$ cat config.mk
export PLATFORM = sky130hd
export DESIGN_NAME = day_count_date_converter_unit
export DESIGN_NICKNAME = d
export VERILOG_FILES = /design/src/rtl/core/ddc_pkg.sv /design/src/rtl/core/ddc_ctrl.sv /design/src/rtl/core/ddc_dp.sv /design/src/rtl/core/day_count_date_converter_unit.sv
export SDC_FILE = /design/constraint.sdc
export NUM_CORES = 1
export LEC_CHECK = 0
export BUFFER_PORTS_ARGS = -buffer_cell sky130_fd_sc_hd__buf_2
export CORE_MARGIN = 2
export CORE_UTILIZATION = 50
export DETAILED_ROUTE_END_ITERATION = 8
export PLACE_DENSITY = 0.7
export SETUP_SLACK_MARGIN = 0.5
export SLEW_MARGIN = 5
export SYNTH_ARGS = -nofsm -noshare
export SYNTH_HDL_FRONTEND = slang
export SYNTH_SLANG_ARGS = --single-unit
$ cat constraint.sdc
create_clock -name aclk -period 13.6 [get_ports aclk]
set_input_delay 2.72 -clock aclk [delete_from_list [all_inputs] [get_ports aclk]]
set_output_delay 2.72 -clock aclk [all_outputs]
set_load 0.01 [all_outputs]
$ cat src/rtl/core/ddc_pkg.sv
package ddc_pkg;

    // fixed field widths
    localparam int CountBits = 17;
    localparam int YearBits = 12;
    localparam int DayBits = 5;
    localparam int MonthBits = 4;
    localparam int DefaultBaseYear = 1978;

    localparam logic [CountBits-1:0] CountMax = '1;

    // month codes used in range checks
    localparam logic [MonthBits-1:0] MonthJan = 4'd1;
    localparam logic [MonthBits-1:0] MonthFeb = 4'd2;
    localparam logic [MonthBits-1:0] MonthDec = 4'd12;
    localparam logic [MonthBits-1:0] LastMonthIdx = 4'd11;

    typedef struct packed {
        logic                 mode;
        logic [CountBits-1:0] day_count_in;
        logic [DayBits-1:0]   day_in;
        logic [MonthBits-1:0] month_in;
        logic [YearBits-1:0]  year_in;
    } ddc_in_t;

    typedef struct packed {
        logic [DayBits-1:0]   day_of_month;
        logic [MonthBits-1:0] month_out;
        logic [YearBits-1:0]  year_out;
        logic [CountBits-1:0] day_count_out;
        logic                 invalid;
    } ddc_out_t;

    typedef enum logic [1:0] {
        ST_IDLE,
        ST_YEAR,
        ST_MONTH,
        ST_FINISH
    } ddc_state_t;

    typedef struct packed {
        logic load;
        logic step_year;
        logic step_month;
        logic load_out;
    } ddc_cmd_t;

    typedef struct packed {
        logic mode;
        logic year_done;
        logic month_done;
    } ddc_status_t;

    // days in month, index 0 is january
    function automatic logic [DayBits-1:0] month_len(input logic [MonthBits-1:0] idx,
                                                     input logic leap);
        logic [DayBits-1:0] len;
        case (idx)
            4'd1:    len = leap ? 5'd29 : 5'd28;
            4'd3:    len = 5'd30;
            4'd5:    len = 5'd30;
            4'd8:    len = 5'd30;
            4'd10:   len = 5'd30;
            default: len = 5'd31;
        endcase
        return len;
    endfunction

    // days before the first of the month in a common year, index 0 is january
    function automatic logic [8:0] month_start(input logic [MonthBits-1:0] idx);
        logic [8:0] start;
        case (idx)
            4'd0:    start = 9'd0;
            4'd1:    start = 9'd31;
            4'd2:    start = 9'd59;
            4'd3:    start = 9'd90;
            4'd4:    start = 9'd120;
            4'd5:    start = 9'd151;
            4'd6:    start = 9'd181;
            4'd7:    start = 9'd212;
            4'd8:    start = 9'd243;
            4'd9:    start = 9'd273;
            4'd10:   start = 9'd304;
            4'd11:   start = 9'd334;
            default: start = 9'd0;
        endcase
        return start;
    endfunction

endpackage

$ cat src/rtl/core/ddc_ctrl.sv
module ddc_ctrl
    import ddc_pkg::*;
(
    input  logic        aclk,
    input  logic        aresetn,
    input  logic        s_valid,
    output logic        s_ready,
    output logic        m_valid,
    input  logic        m_ready,
    input  ddc_status_t status,
    output ddc_cmd_t    cmd
);

    ddc_state_t state_reg, state_next;
    logic       out_valid_reg, out_valid_next;

    // next state
    always_comb begin
        state_next = state_reg;
        case (state_reg)
            ST_IDLE: begin
                if (s_valid) state_next = ST_YEAR;
            end
            ST_YEAR: begin
                if (status.year_done) state_next = status.mode ? ST_FINISH : ST_MONTH;
            end
            ST_MONTH: begin
                if (status.month_done) state_next = ST_FINISH;
            end
            ST_FINISH: begin
                if (!out_valid_reg || m_ready) state_next = ST_IDLE;
            end
            default: state_next = ST_IDLE;
        endcase
    end

    // datapath commands
    always_comb begin
        cmd     = '0;
        s_ready = 1'b0;
        case (state_reg)
            ST_IDLE: begin
                s_ready  = 1'b1;
                cmd.load = s_valid;
            end
            ST_YEAR: begin
                cmd.step_year = !status.year_done;
            end
            ST_MONTH: begin
                cmd.step_month = !status.month_done;
            end
            ST_FINISH: begin
                cmd.load_out = !out_valid_reg || m_ready;
            end
            default: begin
                cmd = '0;
            end
        endcase
    end

    // result beat valid
    always_comb begin
        out_valid_next = out_valid_reg;
        if (cmd.load_out) out_valid_next = 1'b1;
        else if (m_ready) out_valid_next = 1'b0;
    end

    always_ff @(posedge aclk) begin
        if (!aresetn) begin
            state_reg     <= ST_IDLE;
            out_valid_reg <= 1'b0;
        end else begin
            state_reg     <= state_next;
            out_valid_reg <= out_valid_next;
        end
    end

    assign m_valid = out_valid_reg;

    a_step_exclusive: assert property (@(posedge aclk) disable iff (!aresetn)
        !(cmd.step_year && cmd.step_month))
        else $error("year and month step issued together");

    a_month_only_mode0: assert property (@(posedge aclk) disable iff (!aresetn)
        state_reg == ST_MONTH |-> !status.mode)
        else $error("month walk entered for date to count");

    a_load_out_valid: assert property (@(posedge aclk) disable iff (!aresetn)
        cmd.load_out |=> out_valid_reg)
        else $error("result load did not raise valid");

    a_finish_holds: assert property (@(posedge aclk) disable iff (!aresetn)
        (state_reg == ST_FINISH && out_valid_reg && !m_ready) |=> state_reg == ST_FINISH)
        else $error("pending result overwritten");

endmodule

$ cat src/rtl/core/ddc_dp.sv
module ddc_dp
    import ddc_pkg::*;
#(
    parameter int EPOCH_YEAR = DefaultBaseYear
) (
    input  logic        aclk,
    input  ddc_in_t     s_data,
    input  ddc_cmd_t    cmd,
    output ddc_status_t status,
    output ddc_out_t    m_data
);

    localparam int WorkBits = CountBits + 1;
    localparam int TotalBits = CountBits + 2;
    localparam logic [YearBits-1:0] BaseYear = YearBits'(EPOCH_YEAR);
    localparam logic [6:0] Base100 = 7'(EPOCH_YEAR % 100);
    localparam logic [8:0] Base400 = 9'(EPOCH_YEAR % 400);

    ddc_in_t             in_reg, in_next;
    ddc_out_t            out_reg, out_next;
    logic [WorkBits-1:0] work_reg, work_next;
    logic [YearBits-1:0] year_reg, year_next;
    logic [6:0]          c100_reg, c100_next;
    logic [8:0]          c400_reg, c400_next;
    logic [MonthBits-1:0] mon_reg, mon_next;
    logic                ovf_reg, ovf_next;
    logic                bad_reg, bad_next;

    logic                leap;
    logic [8:0]          ylen;
    logic [DayBits-1:0]  mlen;
    logic [WorkBits-1:0] year_sum;
    logic [TotalBits-1:0] total;
    logic                month_adj;
    logic [MonthBits-1:0] month_idx;

    // leap rule from running year residues
    assign leap = (year_reg[1:0] == 2'd0) && (c100_reg != 7'd0 || c400_reg == 9'd0);
    assign ylen = leap ? 9'd366 : 9'd365;
    assign mlen = month_len(mon_reg, leap);
    assign year_sum = work_reg + WorkBits'(ylen);

    // loop exit conditions
    always_comb begin
        status.mode = in_reg.mode;
        if (in_reg.mode) begin
            status.year_done = bad_reg || ovf_reg || (year_reg == in_reg.year_in);
        end else begin
            status.year_done = work_reg < WorkBits'(ylen);
        end
        status.month_done = (mon_reg == LastMonthIdx) || (work_reg < WorkBits'(mlen));
    end

    // final count for date to count
    assign month_idx = in_reg.month_in - MonthJan;
    assign month_adj = (in_reg.month_in > MonthFeb) && leap;
    assign total = TotalBits'(work_reg) + TotalBits'(month_start(month_idx))
                 + TotalBits'(month_adj) + TotalBits'(in_reg.day_in) - TotalBits'(1);

    // working registers
    always_comb begin
        in_next   = in_reg;
        work_next = work_reg;
        year_next = year_reg;
        c100_next = c100_reg;
        c400_next = c400_reg;
        mon_next  = mon_reg;
        ovf_next  = ovf_reg;
        bad_next  = bad_reg;
        if (cmd.load) begin
            in_next   = s_data;
            work_next = s_data.mode ? '0 : WorkBits'(s_data.day_count_in);
            year_next = BaseYear;
            c100_next = Base100;
            c400_next = Base400;
            mon_next  = '0;
            ovf_next  = 1'b0;
            bad_next  = s_data.mode && (s_data.month_in < MonthJan
                        || s_data.month_in > MonthDec || s_data.day_in == '0
                        || s_data.year_in < BaseYear);
        end else if (cmd.step_year) begin
            if (in_reg.mode) begin
                work_next = year_sum;
                ovf_next  = year_sum[WorkBits-1];
            end else begin
                work_next = work_reg - WorkBits'(ylen);
            end
            year_next = year_reg + YearBits'(1);
            c100_next = (c100_reg == 7'd99) ? 7'd0 : c100_reg + 7'd1;
            c400_next = (c400_reg == 9'd399) ? 9'd0 : c400_reg + 9'd1;
        end else if (cmd.step_month) begin
            work_next = work_reg - WorkBits'(mlen);
            mon_next  = mon_reg + MonthBits'(1);
        end
    end

    // result assembly
    always_comb begin
        out_next = out_reg;
        if (cmd.load_out) begin
            out_next = '0;
            if (in_reg.mode) begin
                if (bad_reg) begin
                    out_next.invalid = 1'b1;
                end else if (ovf_reg || total > TotalBits'(CountMax)) begin
                    out_next.day_count_out = CountMax;
                    out_next.invalid       = 1'b1;
                end else begin
                    out_next.day_count_out = total[CountBits-1:0];
                end
            end else begin
                out_next.day_of_month = work_reg[DayBits-1:0] + DayBits'(1);
                out_next.month_out    = mon_reg + MonthBits'(1);
                out_next.year_out     = year_reg;
            end
        end
    end

    always_ff @(posedge aclk) begin
        in_reg   <= in_next;
        out_reg  <= out_next;
        work_reg <= work_next;
        year_reg <= year_next;
        c100_reg <= c100_next;
        c400_reg <= c400_next;
        mon_reg  <= mon_next;
        ovf_reg  <= ovf_next;
        bad_reg  <= bad_next;
    end

    assign m_data = out_reg;

endmodule

$ cat src/rtl/core/day_count_date_converter_unit.sv
// Gregorian day count / date converter.
// Input channel s_valid/s_ready/s_data carries one request beat; mode 0 turns
// day_count_in (days since 1 January of EPOCH_YEAR) into day, month and year,
// mode 1 turns day_in/month_in/year_in into a day count with an invalid flag.
// Result channel m_valid/m_ready/m_data returns exactly one beat per request.
// Walk: the datapath steps one year per cycle, then (mode 0) one month per
// cycle over 0..11 months. Mode 1 walks the years up to year_in, cut short
// once the count saturates and skipped for a bad date. One request is in
// work at a time; s_ready is high again the cycle after the result is loaded,
// so a new request is taken while the previous result still waits in the
// output register. When the receiver stalls, the next finished result waits
// inside the block until the output register frees up. Reset (aresetn low,
// synchronous) drops m_valid and returns the block to idle; no configuration
// is needed.
module day_count_date_converter_unit
    import ddc_pkg::*;
#(
    parameter int EPOCH_YEAR = DefaultBaseYear
) (
    input  logic     aclk,
    input  logic     aresetn,
    input  logic     s_valid,
    output logic     s_ready,
    input  ddc_in_t  s_data,
    output logic     m_valid,
    input  logic     m_ready,
    output ddc_out_t m_data
);

    ddc_cmd_t    cmd;
    ddc_status_t status;

    // sequencer
    ddc_ctrl u_ctrl (
        .aclk    (aclk),
        .aresetn (aresetn),
        .s_valid (s_valid),
        .s_ready (s_ready),
        .m_valid (m_valid),
        .m_ready (m_ready),
        .status  (status),
        .cmd     (cmd)
    );

    // year and month walk datapath
    ddc_dp #(
        .EPOCH_YEAR (EPOCH_YEAR)
    ) u_dp (
        .aclk   (aclk),
        .s_data (s_data),
        .cmd    (cmd),
        .status (status),
        .m_data (m_data)
    );

endmodule

* Word-level counts from Yosys, hierarchy flattened
Memories as Yosys holds them, arrays and structs flattened.
Cells that the tools add are included.
** Operators by class
- Add/sub/neg operators :: 13
- Reduce and logical (&&, ||, !) cells :: 27
- Muxes and demuxes :: 27
- $lt $le $gt $ge :: 7
- Bitwise gates (word level) :: 2
- Shifts and indexed selects :: 0
- Eq/ne operators :: 16
- Multiply operators :: 0
- Divide/modulo/power cells :: 0
** Operators with widths (number)
- $mux 18 :: 4
- $mux 17 :: 2
- $add 18x9->19 :: 1
- $add 19x1->19 :: 1
- $add 19x5->19 :: 1
- $gt 19x17->1 const B :: 1
- $sub 19x1->19 const B :: 1
- $add 18x9->18 :: 1
- $lt 18x5->1 :: 1
- $lt 18x9->1 :: 1
- $sub 18x5->18 :: 1
- $sub 18x9->18 :: 1
- $add 12x1->12 const B :: 1
- $eq 12x12->1 :: 1
- $eq 4x4->1 const B :: 3
- $lt 12x11->1 const B :: 1
- $mux 1 :: 12
- $mux 2 :: 5
- $pmux 5 s2 :: 1
- $add 9x1->9 const B :: 1
- $eq 9x9->1 const B :: 1
- $logic_not 9->1 :: 1
- $logic_or 1x1->1 :: 9
- $mux 9 :: 1
- 29 further kinds :: 39
** Word-level totals
- Bits in writable memories :: 0
- Bits in read-only memories :: 144
- Bits in registers :: 116
- Logic and storage cells :: 111
- Memories :: 1
- Bits in latches :: 0
** Memory list
- (no name shown) :: words 16, bits a word 9, read ports 1, clocked after memory_dff 0, write ports 0, line ddc_pkg.sv:72 : case (idx)

* Logic depth before layout (Yosys ltp)
Gate-level depths: netlist of run 1.
- Depth in word-level cells :: 12
- Gate-level depth with buffers :: 22
- Gate-level depth less buffers :: 21

* Modules after synthesis
A second synthesis of run 1 with hierarchy kept.
** Unflattened totals
- Cells, all modules :: 824
- Area total of the unflattened synthesis :: 7933.9 µm²
** By module, submodules not included
- ddc_dp :: cells each 797, instances 1, area an instance 7669.9 µm²
- ddc_ctrl :: cells each 27, instances 1, area an instance 264.0 µm²

* Least setup slack after synthesis of run 1
Ideal clock, no wire load.
- Path kind :: register -> register
- From :: reg u_dp.in_reg[13] (netlist bit)
- To :: reg u_dp.out_reg, in the netlist u_dp.m_data[16], data pin
- Library setup time :: 0.270 ns
- Slack :: 8.500 ns
- Arrival :: 4.830 ns
- Stages on the path, launching flop included :: 23
- Cells stage by stage :: edfxtp_1 -> inv_1 -> ha_1 -> nand2_1 -> nand2_1 -> xor2_1 -> clkbuf_1 -> a21oi_1 -> mux2_2 -> ha_1 -> inv_1 -> fa_1 -> ha_1 -> fa_1 -> a211oi_1 -> o21bai_1 -> o21ai_1 -> o31ai_1 -> or4_1 -> o311a_1 -> a21oi_2 -> buf_2 -> a21oi_1
** Between the ends
- Longest elaborated chain between the ends :: 9
** Ends and longest elaborated chain
- start: declaration :: line ddc_dp.sv:19 : ddc_in_t in_reg, in_next;
- start signal: assignment :: line ddc_dp.sv:120 : in_reg <= in_next;
- $sub 4x1->4 :: line ddc_dp.sv:55 : assign month_idx = in_reg.month_in - MonthJan;
- $mem_v2 16x9
- $add 18x9->19 :: line ddc_dp.sv:57 : assign total = TotalBits'(work_reg) + TotalBits'(month_start(month_idx))
- $add 19x1->19 * :: line ddc_dp.sv:58 : + TotalBits'(month_adj) + TotalBits'(in_reg.day_in) - TotalBits'(1);
- $add 19x5->19 * :: line ddc_dp.sv:58
- $sub 19x1->19 * :: line ddc_dp.sv:58
- $gt 19x17->1 :: line ddc_dp.sv:105 : end else if (ovf_reg || total > TotalBits'(CountMax)) begin
- $logic_or 1x1->1 :: line ddc_dp.sv:105
- $mux 17 * :: line ddc_dp.sv:105
- end signal: assignment :: line ddc_dp.sv:121 : out_reg <= out_next;
- end: declaration :: line ddc_dp.sv:20 : ddc_out_t out_reg, out_next;
Mark *: on every way between the ends. The rest lies on a longest branch, timed or not.
A chain may end at the register's enable or synchronous reset.

* Worst setup path in the final report of run 1
- From :: reg u_dp.in_reg[13] (netlist bit)
- To :: reg u_dp.out_reg, in the netlist u_dp.m_data[2], data pin
The elaborated chain is that of the path after synthesis.

==> results_dict.tcl, run 1 <==
set metrics [dict create \
    status "finished, final reports clean" \
    synthTopCellsByCount "ha_1 (84), edfxtp_1 (80), inv_1 (74)" \
    cts-hold-fix-buffers 0 \
    synth_async_sr_flop_share 0 \
    p_per_area_mw_per_mm2 276.4 \
    die_w_um 128.0 \
    numCtsBuffers 17 \
    setup_viol 0 \
    synthToLayoutAreaGrowth_pct 14.65 \
    start_util 0.5095 \
    startpoint_type "register" \
    syn_avg_cell_area_um2 9.745 \
    dr.pass1.iters 6 \
    cts_buffer_depth 2 \
    path_class "reg -> reg" \
    seq_power_share 0.245 \
    irDropWorstVdd_v 0.0001296 \
    gp_congestion 0.9227 \
    synth_top_area_share 0.3124 \
    fillers 1337 \
    power.switching_mw 1.110 \
    dr_total_vias 5982 \
    grt_max_degree 70 \
    end_kind "register" \
    ios 84 \
    path_max_fanout 17 \
    syn_inst 789 \
    min_path_type "reg -> reg" \
    pwr-share-comb 0.580 \
    synth_cell_type_count 66 \
    cts_setup_buffers 0 \
    via_per_inst 5.606 \
    relSlewSlack 0.2165 \
    drc 0 \
    grt_pass1_wl_mm 27.70 \
    io_buffers 83 \
    worst_hold_slack_ps 518.6 \
    fin_tns_setup_ps 0 \
    layout.nets 1002 \
    p_clk_frac 0.175 \
    largest_reg_flops 39 \
    grt_usage 0.2126 \
    clkLatencyLatePin_ps 420 \
    fin_util 0.5842 \
    worst_pin_slew_ps 1173 \
    die_height_um 128.0 \
    ctsResizeCount 0 \
    core_mm2 0.01509 \
    cts_tree "done" \
    dieArea_mm2 0.01639 \
    finClkSkew_ps 6.099 \
    cap_violations 0 \
    rsz0062_at_grt "no" \
    grt_pass1_vias 5805 \
    clock_sinks 116 \
    synth_edf_count 80 \
    final_period_minus_worst_setup_slack_ps 5799 \
    rows 45 \
    max_freq_mhz 172.5 \
    ys_ff_latch 116 \
    n_antenna_cell 0 \
    finalCritPeriodShare 0.4264 \
    internal-power_mw 1.327 \
    synthesis.nets 925 \
    synthFlopType "edfxtp_1" \
    maxSlewViolCount 0 \
    finalHoldViolCount 0 \
    detailed_place_hpwl_mm 11.73 \
    antenna_found_initial 0 \
    crit_required_ps 13740 \
    yosysMostFrequentCell "ha_1" \
    ant_nets 0 \
    clock-root-buffer "clkbuf_16" \
    path_clk_slew_ps 60 \
    yosysSeqAreaShare 0.4062 \
    final_layout_size_suffix_gt1_frac 0.1570 \
    yosysWarnings 0 \
    synth_top_area_cell "edfxtp_1" \
    drt_wl_total_mm 16.40 \
    drt_iter0_drc 339 \
    gr-total-overflow 0 \
    switching_share 0.4555 \
    netlist_top_cells_area "edfxtp_1 (31%), ha_1 (14%), dfxtp_1 (9.4%), xnor2_1 (4.4%), a21oi_1 (3.8%)" \
    post_drt_wl_per_cell_um 15.37 \
    p_leak_nw 3.698 \
    arrival_ps 5940 \
    h-tree-depth 4 \
    synth_area_mm2 0.007689 \
]
[worst paths after layout]
kind / slack [ps] / end / cells past startpoint / from
setup / recovery: 7800 / u_dp.m_data[2]$_SDFFCE_PP0P_ / 21 / u_dp.in_reg[13]$_DFFE_PP_
hold / removal: 520 / u_dp.c400_reg[5]$_SDFFE_PP1P_ / 2 / u_dp.c400_reg[5]$_SDFFE_PP1P_
setup reg to reg: 7800 / u_dp.m_data[2]$_SDFFCE_PP0P_ / 21 / u_dp.in_reg[13]$_DFFE_PP_
hold reg to reg: 520 / u_dp.c400_reg[5]$_SDFFE_PP1P_ / 2 / u_dp.c400_reg[5]$_SDFFE_PP1P_
[area by class of cell]
type / instances / area, um2 / area share
multi-input combinational: 569 / 4168 / 0.4728
sequential: 116 / 3123 / 0.3543
timing repair buffer: 87 / 445.4 / 0.05053
clock buffer: 17 / 425.4 / 0.04826
inverter: 75 / 281.5 / 0.03194
tap: 188 / 235.2 / 0.02669
clock inverter: 15 / 136.4 / 0.01547
[power by group through the flow]
stage | Sequential (mW) | Combinational, mW | Clock, mW
after floorplan | 0.569 | 1.14 | 0
after CTS | 0.596 | 1.41 | 0.432
final | 0.597 | 1.41 | 0.426
after global placement | 0.601 | 1.38 | 0
after global routing | 0.610 | 1.63 | 0.448
after detailed placement | 0.602 | 1.39 | 0
[kinds of logic after synthesis]
group                    count (synthesis)  synth area share
AND/OR/NAND/NOR                        234            0.1515
AO/OA/AOI/OAI                          170            0.1461
flip-flops                             116            0.4062
buffers and inverters                  104           0.05273
adder cells (fa/ha/maj)                 93            0.1601
XOR/XNOR                                66           0.07518
multiplexers                             6          0.008137
[layer usage]
layer	routed length, um	vias up	share of wire	track usage
li1	-	2973	-	-
met5	0	-	0	0
met3	717	22	0.044	0.03965
met2	7945	142	0.48	0.3507
met1	7518	2845	0.46	0.2856
met4	223	0	0.014	0.06529
[critical path, stage by stage, from the launching register on]
cell and delay (ps):
edfxtp_1 450, inv_1 200, ha_1 170, nand2_1 40, nand2_1 80, xor2_1 620, nor2_1 210, a21oi_1 180
mux2_2 170, ha_1 130, inv_1 50, fa_1 440, ha_1 240, fa_1 420, a211oi_1 250, o21bai_1 130
o21ai_1 240, o31ai_1 160, or4_1 480, o311a_1 160, a21oi_2 540, a21oi_1 150
[cell usage in the layout (no fill, tap or decap), types with 7 or more instances in the layout]
cell and count:
ha_1 84, buf_2 83, edfxtp_1 80, inv_1 73, a21oi_1 58, nor2_1 55, nand2_1 52, o21ai_0 41
xnor2_1 39, dfxtp_1 36, xor2_1 27, nand3_1 23, nand4_1 21, nor3_1 17, clkbuf_16 17, nor2b_1 16
and3_1 16, or3_1 10, fa_1 9, a22oi_1 8, a21o_1 7, o211ai_1 7
[stage by stage]
stage               setup slack (ps)  total power [mW]  area (um2)  instances
global route                    7223             2.683        8815       1067
global placement                7983             1.984        8253       1035
finish                          7801             2.436        8815       1067
CTS                             7789             2.438        8815       1067
detailed placement              7803             1.996        8253       1035
floorplan                       8500             1.708        7689        789
No activity file was read; power rests on OpenSTA's default activity.
==> inputs of run 2 (changes only) <==
clock period = 5.4 ns   (was 13.6 ns; I/O delays follow)
==> results_dict.tcl, run 2 (synthesis results as in run 1) <==
set metrics [dict create \
    status "finished, final reports clean" \
    grt_usage 0.2114 \
    worstSetupPathDepth 21 \
    startpoint_type "register" \
    final_common_cell "buf_2" \
    final_area_mm2 0.009178 \
    die_height_um 128.0 \
    h-tree-depth 4 \
    crit_required_ps 5530 \
    grt_max_degree 49 \
    placed_area_mm2 0.008285 \
    max_freq_mhz 207.3 \
    arrival_ps 4960 \
    path_clk_slew_ps 50 \
    cts-hold-fix-buffers 0 \
    io_buffers 83 \
    layout.nets 1013 \
    pwr-share-comb 0.618 \
    clkLatencyLatePin_ps 420 \
    end_kind "register" \
    power.switching_mw 3.001 \
    internal-power_mw 3.784 \
    rows 45 \
    finClkSkew_ps 8.136 \
    dieArea_mm2 0.01639 \
    largest_reg_flops 39 \
    final_layout_size_suffix_gt1_frac 0.1966 \
    setup_viol 0 \
    hold-path-cell-count 2 \
    relSlewSlack 0.1946 \
    cts_buffer_depth 2 \
    core_mm2 0.01509 \
    ant_nets 0 \
    min_path_type "reg -> reg" \
    post_drt_wl_per_cell_um 15.94 \
    p_leak_nw 3.814 \
    die_w_um 128.0 \
    drc 0 \
    clock-root-buffer "clkbuf_16" \
    timing.rr.start "u_dp.in_reg[13]$_DFFE_PP_" \
    clock_sinks 116 \
    critPathBufInv 4 \
    fin_tns_setup_ps 0 \
    pre_cts_slack_ps 101.5 \
    via_per_inst 5.621 \
    grt_pass1_vias 5662 \
    rr_worst_depth 21 \
    n_antenna_cell 0 \
    final_period_minus_worst_setup_slack_ps 4824 \
    rsz0062_at_grt "yes" \
    synthToLayoutAreaGrowth_pct 19.37 \
    gr-total-overflow 0 \
    drt_wl_total_mm 17.18 \
    worst_slack_ps 576.3 \
    crit_slowest_cell "or4_1" \
    switching_share 0.4423 \
    maxSlewViolCount 0 \
    cpPeakStageDelay_ps 440 \
    dpl.cell_count 1037 \
    fin_util 0.6082 \
    path_max_fanout 6 \
    path_class "reg -> reg" \
    dr.pass1.iters 4 \
    final_cell_mix "buf_2 (83), edfxtp_1 (80), ha_1 (77)" \
    irDropWorstVdd_v 0.0004198 \
    start_util 0.5095 \
    numCtsBuffers 17 \
    whs_endpoint "u_dp.c100_reg[3]$_SDFFE_PP1P_" \
    fin_cells 1078 \
    cap_violations 0 \
    crit_family "adder cells" \
    ios 84 \
    p_per_area_mw_per_mm2 739.2 \
    worst_pin_slew_ps 1206 \
    grt_pass1_wl_mm 27.28 \
    worstReg2RegEnd "u_dp.m_data[1]$_SDFFCE_PP0P_" \
    p_clk_frac 0.163 \
    drt_iter0_drc 336 \
    dr_total_vias 6059 \
    finalHoldViolCount 0 \
    cts_tree "done" \
    seq_power_share 0.219 \
    gp_congestion 0.9561 \
    worstHoldStart "u_dp.c100_reg[3]$_SDFFE_PP1P_" \
    regToRegSetupSlack_ps 580 \
    path_cells "inv_2 -> ha_1 -> inv_1 -> ha_2 -> nor2_4 -> a21oi_2 -> mux2_4 -> ha_4 -> inv_2 -> fa_1 -> ha_2 -> fa_2 -> a211oi_2 -> o21bai_1 -> o21ai_2 -> o31ai_4 -> or4_1 -> o311a_4 -> a21oi_4 -> clkbuf_16 -> a21oi_2" \
    antenna_found_initial 0 \
    detailed_place_hpwl_mm 11.81 \
    finalCritPeriodShare 0.8933 \
]
[run 2: timing repair]
| action | in CTS | in global routing |
|---|---|---|
| cloned | 0 | 1 |
| buffers inserted | 5 | 3 |
| pin swaps | 2 | 23 |
| setup endpoints to repair | 18 | 17 |
| resized for setup | 6 | 36 |
[run 2: metrics by stage]
| stage | total power, mW | hold WS (ps) |
|---|---|---|
| global route | 7.377 | 568.5 |
| floorplan | 4.331 | 484.4 |
| CTS | 6.352 | 539.9 |
| global placement | 5.017 | 502.1 |
| finish | 6.784 | 544.1 |
| detailed placement | 5.023 | 521.9 |
[run 2: worst max-delay path by stage]
stage	from	end	slack, ps
2_1_floorplan	u_dp.in_reg[12]$_DFFE_PP_	u_dp.m_data[16]$_SDFFCE_PP0P_	510
3_3_place_gp	u_dp.in_reg[13]$_DFFE_PP_	u_dp.m_data[1]$_SDFFCE_PP0P_	240
3_5_place_dp	u_dp.in_reg[13]$_DFFE_PP_	u_dp.m_data[2]$_SDFFCE_PP0P_	100
4_1_cts	u_dp.in_reg[13]$_DFFE_PP_	u_dp.m_data[12]$_SDFFCE_PP0P_	530
5_1_grt	u_dp.in_reg[14]$_DFFE_PP_	u_dp.m_data[1]$_SDFFCE_PP0P_	400
6_report	u_dp.in_reg[13]$_DFFE_PP_	u_dp.m_data[1]$_SDFFCE_PP0P_	580
[run 2: cell type report]
class | count | area, um2
clock buffers | 23 | 511.7
well taps | 188 | 235.2
flip-flops and latches | 116 | 3123
fillers | 1267 | 5912
multi-input cells | 569 | 4377
repair buffers | 98 | 578.1
inverters | 75 | 281.5
clock inverters | 9 | 71.32
[run 2: tightest hold or removal path, cell delays in order, from the launching register on]
cell and delay (ps):
dfxtp_1 380, xor2_1 80, nand2_1 50
[run 2: power groups by stage]
stage / Sequential [mW] / Clock, mW / Combinational (mW)
floorplan: 1.43 / 0 / 2.90
CTS: 1.48 / 1.11 / 3.75
detailed placement: 1.50 / 0 / 3.52
finish: 1.49 / 1.10 / 4.19
global route: 1.52 / 1.16 / 4.70
global placement: 1.50 / 0 / 3.52
[run 2: routing by layer]
metal | routed length (um) | up-vias | global-route usage | share of wire
met5 | 0 | - | 0 | 0
met4 | 216 | 0 | 0.06012 | 0.013
met3 | 737 | 22 | 0.04299 | 0.043
met2 | 8391 | 158 | 0.3558 | 0.49
met1 | 7835 | 2883 | 0.2778 | 0.46
li1 | - | 2996 | - | -
==> inputs of run 3 (changes only) <==
RECOVER_POWER = 25   (was default)
==> results_dict.tcl, run 3 (synthesis results as in run 1) <==
set metrics [dict create \
    status "finished, violations left" \
    failed_checks "capacitance limit, slew limit" \
    antenna_found_initial 0 \
    clock_sinks 116 \
    clock-root-buffer "clkbuf_16" \
    drc 0 \
    rsz0062_at_grt "yes" \
    rows 45 \
    cts-hold-fix-buffers 0 \
    setup_viol 0 \
    drt_wl_total_mm 17.17 \
    finClkSkew_ps 9.213 \
    layout.nets 1013 \
    ant_nets 0 \
    crit_slowest_cell "edfxtp_1" \
    cts_tree "done" \
    p_per_area_mw_per_mm2 741.3 \
    detailed_place_hpwl_mm 11.81 \
    fin_util 0.6056 \
    final_cell_mix "edfxtp_1 (80), ha_1 (77), inv_1 (68)" \
    numCtsBuffers 17 \
    cap_violations 1 \
    io_buffers 83 \
    h-tree-depth 4 \
    fillers 1285 \
    final_period_minus_worst_setup_slack_ps 4846 \
    maxSlewViolCount 37 \
    path_clk_slew_ps 60 \
    die_w_um 128.0 \
    critPathBufInv 3 \
    gr-total-overflow 0 \
    max_freq_mhz 206.4 \
    p_leak_nw 3.731 \
    fin_tns_setup_ps 0 \
    cts_buffer_depth 2 \
    multi_input_area_mm2 0.004377 \
    dieArea_mm2 0.01639 \
    path_max_fanout 6 \
    path_class "reg -> reg" \
    drt_iter0_drc 401 \
    clkLatencyLatePin_ps 420 \
    dr.pass1.iters 5 \
    startpoint_type "register" \
    ios 84 \
    regArea_mm2 0.003123 \
    arrival_ps 4980 \
    grt_max_degree 49 \
    irDropWorstVdd_v 0.0004168 \
    worst_hold_slack_ps 537.5 \
    grt_pass1_wl_mm 27.28 \
    n_antenna_cell 0 \
    dpl.cell_count 1037 \
    final_common_cell "edfxtp_1" \
    crit_required_ps 5530 \
    synthToLayoutAreaGrowth_pct 18.86 \
    final_layout_size_suffix_gt1_frac 0.1640 \
    post_drt_wl_per_cell_um 15.93 \
    worst_pin_slew_ps 1669 \
    cpPeakStageDelay_ps 470 \
    finalHoldViolCount 0 \
    grt_pass1_vias 5662 \
    dr_total_vias 5996 \
    core_mm2 0.01509 \
    relSlewSlack -0.1126 \
    finalCritPeriodShare 0.8974 \
    largest_reg_flops 39 \
    fin_cells 1078 \
    gp_congestion 0.9561 \
    crit_family "adder cells" \
    min_path_type "reg -> reg" \
    die_height_um 128.0 \
    start_util 0.5095 \
    path_cells "inv_2 -> ha_4 -> nand2_4 -> nand2_4 -> xor2_4 -> nand2_1 -> mux2_4 -> ha_4 -> inv_2 -> fa_1 -> ha_2 -> fa_2 -> a211oi_2 -> o21bai_1 -> o21ai_2 -> o31ai_4 -> or4_1 -> o311a_4 -> a21oi_4 -> clkbuf_16 -> a21oi_2" \
    via_per_inst 5.562 \
    grt_usage 0.2114 \
    end_kind "register" \
]
-- run 3: area by class of cell --
| type | instances | share of cell area |
|---|---|---|
| Timing Repair Buffer | 98 | 0.05901 |
| Inverter | 75 | 0.03081 |
| Tap cell | 188 | 0.02574 |
| Sequential cell | 116 | 0.3417 |
| Clock buffer | 23 | 0.05600 |
| Multi-Input combinational cell | 569 | 0.4789 |
| Clock inverter | 9 | 0.007804 |
-- run 3: worst register-to-register path: stages, from the launching register on --
cell and delay, ps:
edfxtp_1 470, inv_2 170, ha_4 160, nand2_4 50, nand2_4 70, xor2_4 260, nand2_1 90, mux2_4 290
ha_4 160, inv_2 50, fa_1 410, ha_2 200, fa_2 390, a211oi_2 200, o21bai_1 120, o21ai_2 230
o31ai_4 100, or4_1 440, o311a_4 160, a21oi_4 270, clkbuf_16 210, a21oi_2 50
-- run 3: path summary, 6_finish.rpt --
check | start | depth (start not counted) | to | slack [ps]
setup / recovery | u_dp.in_reg[14]$_DFFE_PP_ | 21 | u_dp.m_data[1]$_SDFFCE_PP0P_ | 550
hold / removal | u_dp.c400_reg[5]$_SDFFE_PP1P_ | 2 | u_dp.c400_reg[5]$_SDFFE_PP1P_ | 540
setup reg to reg | u_dp.in_reg[14]$_DFFE_PP_ | 21 | u_dp.m_data[1]$_SDFFCE_PP0P_ | 550
hold reg to reg | u_dp.c400_reg[5]$_SDFFE_PP1P_ | 2 | u_dp.c400_reg[5]$_SDFFE_PP1P_ | 540
-- run 3: metal layers --
metal	vias to the layer above	share of wire	track usage
met3	16	0.044	0.04299
met4	0	0.011	0.06012
met2	136	0.49	0.3558
li1	2996	-	-
met5	-	0	0
met1	2848	0.46	0.2778
-- run 3: through the flow --
| step | area [um2] | total power, mW | setup WS [ps] |
|---|---|---|---|
| final | 9139 | 6.775 | 553.9 |
| after global routing | 9139 | 7.374 | 403.1 |
| after CTS | 8951 | 6.352 | 526.6 |
| after detailed placement | 8285 | 5.023 | 101.5 |
| after global placement | 8285 | 5.017 | 236.9 |
| after floorplan | 7712 | 4.331 | 510.6 |
-- run 3: what timing repair did --
| action | in CTS | in global routing |
|---|---|---|
| gates resized for setup | 6 | 36 |
| buffers inserted | 5 | 3 |
| endpoints found under the setup margin | 18 | 17 |
| pin swaps | 2 | 23 |
| gates cloned | 0 | 1 |
-- run 3: where the power goes --
part,switching (mW),internal (mW)
sequential,0.215,1.27
clock,0.396,0.708
combinational,2.38,1.80
